==> src/hw/rtl/vpts_pkg.sv <==
package vpts_pkg;

  localparam int COORD_W   = 32;
  localparam int MAT_W     = 64;
  localparam int NUM_REGS  = 8;
  localparam int CFG_IDX_W = $clog2(NUM_REGS);
  localparam int PROD_W    = 2 * COORD_W;
  localparam int TERM_W    = PROD_W - 8;
  localparam int CLIP_W    = 58;
  localparam int FRAC_W    = 16;
  localparam int NUM_W     = CLIP_W + FRAC_W;
  localparam int QUO_W     = 40;
  localparam int QIDX_W    = 6;
  localparam int DIV_STEPS = QUO_W + 1;
  localparam int NDC_W     = QUO_W + 2;
  localparam int SIZE_W    = 17;
  localparam int SCALED_W  = NDC_W + SIZE_W;
  localparam int Q_DEPTH   = 4;
  localparam int PTR_W     = $clog2(Q_DEPTH);

  localparam logic signed [NDC_W-1:0] ONE_Q16   = NDC_W'(65536);
  localparam logic signed [NDC_W-1:0] NDC_CLAMP = NDC_W'(1) <<< QUO_W;

  localparam logic [MAT_W-1:0] MAT_RESET [NUM_REGS] = '{
    64'h0000_0000_0001_0000, 64'h0, 64'h0001_0000_0000_0000, 64'h0,
    64'h0, 64'h0000_0000_0001_0000, 64'h0, 64'h0001_0000_0000_0000
  };

  typedef logic signed [COORD_W-1:0] coord_t;
  typedef logic signed [CLIP_W-1:0] clip_val_t;

  typedef struct packed {
    clip_val_t cx;
    clip_val_t cy;
    clip_val_t cz;
    clip_val_t cw;
  } clip_t;

  typedef struct packed {
    logic full;
    logic empty;
  } q_status_t;

  typedef struct packed {
    logic [NUM_W-1:0]  rem;
    logic [CLIP_W-1:0] den;
    logic [QUO_W-1:0]  quo;
    logic              neg;
    logic              clamp;
  } div_t;

endpackage

==> src/hw/rtl/vpts_queue.sv <==
module vpts_queue (
  input  logic                clk,
  input  logic                rst,
  input  logic                push,
  input  vpts_pkg::clip_t     push_data,
  input  logic                pop,
  output vpts_pkg::clip_t     pop_data,
  output vpts_pkg::q_status_t q_st
);
  import vpts_pkg::*;

  clip_t            mem [Q_DEPTH];
  logic [PTR_W-1:0] wr_ptr;
  logic [PTR_W-1:0] rd_ptr;
  logic [PTR_W:0]   count;

  always_ff @(posedge clk) begin
    if (rst) begin
      wr_ptr <= '0;
      rd_ptr <= '0;
      count  <= '0;
    end else begin
      if (push) wr_ptr <= wr_ptr + 1'b1;
      if (pop)  rd_ptr <= rd_ptr + 1'b1;
      if (push && !pop)      count <= count + 1'b1;
      else if (pop && !push) count <= count - 1'b1;
    end
  end

  always_ff @(posedge clk) begin
    if (push) mem[wr_ptr] <= push_data;
  end

  assign pop_data   = mem[rd_ptr];
  assign q_st.full  = (count == (PTR_W+1)'(Q_DEPTH));
  assign q_st.empty = (count == '0);

endmodule

==> config.mk <==
export PLATFORM = sky130hd
export DESIGN_NAME = vpts_queue
export DESIGN_NICKNAME = d
export VERILOG_FILES = /design/src/hw/rtl/vpts_pkg.sv /design/src/hw/rtl/vpts_queue.sv
export SDC_FILE = /design/constraint.sdc
export NUM_CORES = 1
export LEC_CHECK = 0
export BUFFER_PORTS_ARGS = -buffer_cell sky130_fd_sc_hd__buf_2
export CAP_MARGIN = 20
export CELL_PAD_IN_SITES_DETAIL_PLACEMENT = 1
export CELL_PAD_IN_SITES_GLOBAL_PLACEMENT = 2
export CORE_ASPECT_RATIO = 0.5
export CORE_MARGIN = 1
export CORE_UTILIZATION = 41
export DETAILED_ROUTE_END_ITERATION = 8
export PLACE_DENSITY = 0.75
export REMOVE_ABC_BUFFERS = 1
export SLEW_MARGIN = 20
export SYNTH_ARGS = -nofsm -noshare
export SYNTH_HDL_FRONTEND = slang
export SYNTH_SLANG_ARGS = --single-unit
==> constraint.sdc <==
create_clock -name clk -period 6.6 [get_ports clk]
set_input_delay 0.66 -clock clk [delete_from_list [all_inputs] [get_ports clk]]
set_output_delay 0.66 -clock clk [all_outputs]
set_load 0.05 [all_outputs]
==> impl_metrics.yaml, run 1 <==
clock_tree:
  cts_setup_buffers: 0
  cts_made_buffers: 84
  cts_tree: "yes"
  clockBufferDepth: 3
  cts_max_level: 3
  path_clk_slew_ns: 0.06
  worst_skew_pair.late_latency_ns: 0.67
  post_cts_resized: 0
  cts_hold_repair.buffers: 0
  cts_sinks: 937
  cts-root-buf: "clkbuf_16"
sta:
  hold_viol: 0
  whs_ns: 0.204
  drv_slew: 0
  tightestPinTransition_ns: 1.07
  setup_tns_ns: 0
  relSlewSlack: 0.286
  min_period_over_period: 0.580
  rsz0062_at_grt: "no"
  finalClockSkew_ns: 0.0202
  period_minus_slack_ns: 3.83
  fmax_ghz: 0.261
  finalSetupViolations: 0
layout:
  final_util: 0.492
  layout.cells.non_filler: 2956
  seq_area_um2: 28100
  final_nets: 2013
  drive_gt1_frac: 0.461
  multiInputGateArea_um2: 5470
  fillers: 7344
  area_delta_synth_final_pct: 18.6
floorplan:
  initial_utilization: 0.415
  die_x_um: 409
  core_area_um2: 81800
  dieArea_um2: 83900
  fp-row-count: 74
  ioPinCount: 470
  fp.dieH_um: 205
critical_path:
  cp_max_fo: 102
  path_cells: "buf_12, mux4_2, buf_2"
  cp_data_arrival_time_ns: 3.17
  cp-end-kind: "primary output"
  r2r_start: "wr_ptr[0]$_SDFFE_PP0P_"
  max_stage_delay_ns: 0.78
  worstSetupPathType: "reg -> out"
  startpoint_type: "flop"
  cp_slowest_cell: "dfxtp_4"
  required_ns: 5.94
grt:
  grt_use_total: 0.179
  grt_pass1_wl_mm: 109
  overflow: 0
  grt_max_degree: 136
  grt_pass1_vias: 16000
  antenna_found_initial: 22
logic_synthesis:
  async_flop_share: 0
  synth_seq_area_share: 0.827
  yosysWarningCount: 0
  ys_top_cells_by_count: "edfxtp_1, mux4_2, buf_2, buf_6, dfxtp_1"
  synth_top_area_share: 0.822
  synth.area.top_cells: "edfxtp_1, mux4_2, buf_6, dfxtp_1, buf_2"
  ys_seq_elements: 937
  synth_edf_count: 928
  synth_area_leader_cell: "edfxtp_1"
  syn_avg_cell_area_um2: 27.0
  yosysMostFrequentCell: "edfxtp_1"
  synth_flop_cell: "edfxtp_1"
  syn_area_um2: 33900
  yosysUniqueCellTypes: 20
  synth_cells: 1256
min_path:
  min_from: "push_data[76]"
  min_path_type: "in -> reg"
pwr:
  seqPwrFrac: 0.504
  p_clk_frac: 0.355
  switching_power_w: 0.00367
  p_int_w: 0.0101
  leakagePower_nw: 13.3
  peakVddDrop_uv: 192
  powerDensity_nw_per_um2: 342
  p_sw_frac: 0.267
  pwr-share-comb: 0.141
routing:
  vias: 15200
  first_pass_iters: 4
  drtAntennaViolNets: 0
  wl_per_cell_um: 26.1
  wirelength_mm: 77.1
  vias_per_cell: 5.14
  drt_iter0_markers: 1145
  drc: 0
job:
  maxCapViolations: 0
placement:
  numPlacedInstances: 2787
  port_buffers: 469
  hpwl_mm: 47.4
  gp_congestion: 0.741
outcome:
  outcome: "completed"
stage by stage:
step | power, W | worst slack (ns) | area, um2
floorplan | 0.00857 | -4.70 | 33500
CTS | 0.0139 | 2.63 | 40200
detailed placement | 0.00903 | 3.37 | 37500
global route | 0.0142 | 2.47 | 40200
finish | 0.0137 | 2.77 | 40200
global placement | 0.00900 | 3.37 | 37500
critical path: cells and delay by family, from the launching register on:
family / cells / cell delay, ns
DFF: 1 / 0.78
muxes: 1 / 0.61
buffers and inverters: 2 / 0.91
routing by layer:
metal | up-vias | share of wire | GRT usage
li1 | 6524 | - | -
met1 | 8187 | 0.37 | 0.209
met2 | 341 | 0.55 | 0.324
met3 | 139 | 0.036 | 0.0353
met4 | 6 | 0.037 | 0.0785
met5 | - | 0.00045 | 0
state kept, by name (all words and copies together) (netlist names), named ones only:
signal / flops
mem: 928
rd_ptr: 2
count: 3
wr_ptr: 2
logic make-up after synthesis:
group,after synthesis,share of synthesized area
flops,937,0.827
xor+xnor,5,0.00129
buf+inv,57,0.0119
simple gates,15,0.00218
mux,234,0.155
fa+ha+maj,6,0.00244
compound gates,2,0.000295
worst paths after layout:
path | to | cells past startpoint | slack, ns
setup / recovery | pop_data[223] | 3 | 2.77
hold / removal | mem[0][76]$_DFFE_PP_ | 1 | 0.20
setup reg to reg | mem[0][116]$_DFFE_PP_ | 4 | 4.06
hold reg to reg | count[2]$_SDFFE_PP0P_ | 2 | 0.51
final cells by class:
cell class / instances / area share
Antenna cell: 14 / 0.000871
Clock inverter: 54 / 0.0130
Sequential cell: 937 / 0.697
Multi-Input combinational cell: 262 / 0.136
Tap cell: 1102 / 0.0343
Timing Repair Buffer: 482 / 0.0636
Clock buffer: 101 / 0.0546
Inverter: 4 / 0.000373
placed cells by master, fill, tap and decap left out, types with 3 or more instances in the layout:
master	Yosys	routed
mux4_2	232	232
xor2_1	3	3
clkbuf_16	0	84
edfxtp_1	928	928
dfxtp_1	9	7
clkbuf_1	7	14
clkinv_1	0	12
buf_4	0	4
inv_1	4	4
buf_12	0	9
and2_4	0	4
bufinv_16	0	7
diode_2	0	14
clkbuf_8	0	3
ha_1	5	5
inv_6	0	5
nor2_1	7	7
buf_2	25	469
clkinv_2	0	23
power groups by stage:
stage | clock network (W) | registers, W | logic [W]
2_1_floorplan | 0 | 0.00716 | 0.00140
3_3_place_gp | 0 | 0.00704 | 0.00196
3_5_place_dp | 0 | 0.00706 | 0.00197
4_1_cts | 0.00501 | 0.00693 | 0.00197
5_1_grt | 0.00519 | 0.00695 | 0.00201
6_report | 0.00487 | 0.00693 | 0.00193
(Power assumes the default switching activity.)
==> inputs of run 2 (changes only) <==
ABC_AREA = 1   (was not set)
CORE_UTILIZATION = 37   (was 41)
PLACE_DENSITY = 0.76   (was 0.75)
clock period = 3.5 ns   (was 6.6 ns; I/O delays follow)
==> impl_metrics.yaml, run 2 <==
outcome:
  outcome: "completed"
logic_synthesis:
  ys_top_cells_by_count: "edfxtp_1, nor2_1, o21ai_0, o21ai_1, o22ai_1"
  synth_top_area_share: 0.800
  yosysUniqueCellTypes: 22
  syn_area_um2: 34800
  syn_avg_cell_area_um2: 15.1
  synth_seq_area_share: 0.805
  yosysWarningCount: 0
  synth_edf_count: 928
  async_flop_share: 0
  yosysMostFrequentCell: "edfxtp_1"
  ys_seq_elements: 937
  synth_flop_cell: "edfxtp_1"
  synth_cells: 2301
  synth.area.top_cells: "edfxtp_1, nor2_1, o22ai_1, o21ai_0, o21ai_1"
  synth_area_leader_cell: "edfxtp_1"
critical_path:
  rr_worst_depth: 5
  cp_data_arrival_time_ns: 2.83
  worstSetupPathType: "reg -> out"
  max_stage_delay_ns: 0.59
  cp-end-kind: "primary output"
  cp_slowest_cell: "dfxtp_4"
  required_ns: 3.15
  cp.depth: 4
  startpoint_type: "flop"
  cpLargestDelayFamily: "buffers and inverters"
  worst-r2r-setup-slack_ns: 1.42
  cp_max_fo: 164
  path_cells: "buf_12, o21ai_0, o22ai_1, buf_2"
  cp.buffers_inverters: 2
pwr:
  p_total_w: 0.0257
  peakVddDrop_uv: 344
  powerDensity_nw_per_um2: 590
  leakagePower_nw: 15.1
clock_tree:
  cts_tree: "yes"
  clockBufferDepth: 3
  path_clk_slew_ns: 0.07
  cts_made_buffers: 85
  cts_max_level: 3
  worst_skew_pair.late_latency_ns: 0.66
  cts_sinks: 937
  cts-root-buf: "clkbuf_16"
  cts_setup_buffers: 0
sta:
  min_period_over_period: 0.909
  fmax_ghz: 0.314
  hold_viol: 0
  drv_slew: 0
  setup_tns_ns: 0
  finalSetupViolations: 0
  relSlewSlack: 0.430
  whs_ns: 0.0791
  rsz0062_at_grt: "no"
  tightestPinTransition_ns: 0.855
  period_minus_slack_ns: 3.18
  finalClockSkew_ns: 0.0194
routing:
  vias: 22100
  wirelength_mm: 97.5
  first_pass_iters: 5
  drt_iter0_markers: 1351
  drc: 0
  wl_per_cell_um: 22.6
  vias_per_cell: 5.14
  drtAntennaViolNets: 0
placement:
  gp_congestion: 0.768
  hpwl_mm: 57.3
  place_area_um2: 38700
  port_buffers: 469
floorplan:
  fp-row-count: 79
  dieArea_um2: 95400
  die_x_um: 436
  initial_utilization: 0.374
  ioPinCount: 470
  fp.dieH_um: 219
  core_area_um2: 93100
layout:
  final_nets: 3225
  area_delta_synth_final_pct: 25.1
  reg_top3: "mem (928), count (3)"
  largest_register_ffs: 928
  final_area_um2: 43600
  fillers: 9367
  multiInputGateArea_um2: 5900
  final_util: 0.468
  layout_commonest_cell: "edfxtp_1"
  final_cell_mix: "edfxtp_1, nor2_1, buf_2, o21ai_0, dlygate4sd3_1"
  drive_gt1_frac: 0.217
  seq_area_um2: 28100
  largest-register: "mem"
grt:
  grt_pass1_vias: 23100
  grt_use_total: 0.199
  overflow: 0
  grt_max_degree: 165
  grt_use_met1: 0.238
  use_met2: 0.363
  grt-busiest-layer: "met2"
  grt_pass1_wl_mm: 144
  use_met3: 0.0323
  antenna_found_initial: 5
min_path:
  min_path_type: "in -> reg"
  whs_path_depth: 3
job:
  maxCapViolations: 0
run 2: cell types whose count changed in the layout (fill, tap and decap cells not counted), moves of 10 or more:
cell	previous run	this run
nor2_1	7	470
mux4_2	232	0
o22ai_2	0	28
o22ai_1	0	204
clkinv_2	23	10
o21ai_1	0	232
o21ai_0	1	237
clkinv_1	12	24
buf_4	4	19
diode_2	14	4
buf_12	9	27
dlygate4sd3_1	0	233
run 2: stage by stage:
stage	instances	worst slack [ns]
after global placement	3918	1.02
after detailed placement	3918	1.03
after CTS	4303	0.293
final	4307	0.318
after floorplan	2148	-14.28
after global routing	4306	0.180
run 2: worst register-to-register path, stage by stage (launching register included):
cell and delay, ns:
dfxtp_1 0.32, inv_1 0.12, ha_1 0.16, nand2_1 0.12
inv_8 0.42, buf_4 0.57
run 2: timing repair:
action	CTS	global route
resized for setup	0	0
hold endpoints to repair	929	0
hold buffers	233	0
run 2: routing by layer:
layer	wire length (um)	vias to the layer above	part of all wire
met5	0	-	0
met4	3350	0	0.034
met3	2980	160	0.031
met2	52000	391	0.53
met1	39100	11400	0.40
li1	-	10100	-
run 2: cell families after synthesis:
logic type                 Yosys count  synth area share
DFF                                937             0.805
xor gates and xnor gates             1          0.000252
and+or+nand+nor                    483            0.0522
adders and majority gates            6           0.00237
AOI/OAI and AO/OA                  704             0.115
buffers and inverters              170            0.0253
run 2: power by group:
group          switching, W  total, W  internal (W)
Clock               0.00410   0.00895       0.00485
Sequential         0.000120    0.0130        0.0128
Combinational       0.00290   0.00383      0.000935
run 2: worst paths after layout:
path	start	endpoint
setup / recovery	flop	pop_data[0]
hold / removal	pop	rd_ptr[0]$_SDFFE_PP0P_
setup reg to reg	wr_ptr[0]$_SDFFE_PP0P_	mem[0][41]$_DFFE_PP_
hold reg to reg	rd_ptr[1]$_SDFFE_PP0P_	rd_ptr[1]$_SDFFE_PP0P_
run 2: area by class of cell:
class	count	area share
timing repair buffer	748	0.123
multi-input combinational	1194	0.135
sequential	937	0.644
clock inverter	46	0.00749
antenna	4	0.000230
tap	1255	0.0360
clock buffer	106	0.0516
inverter	17	0.00250
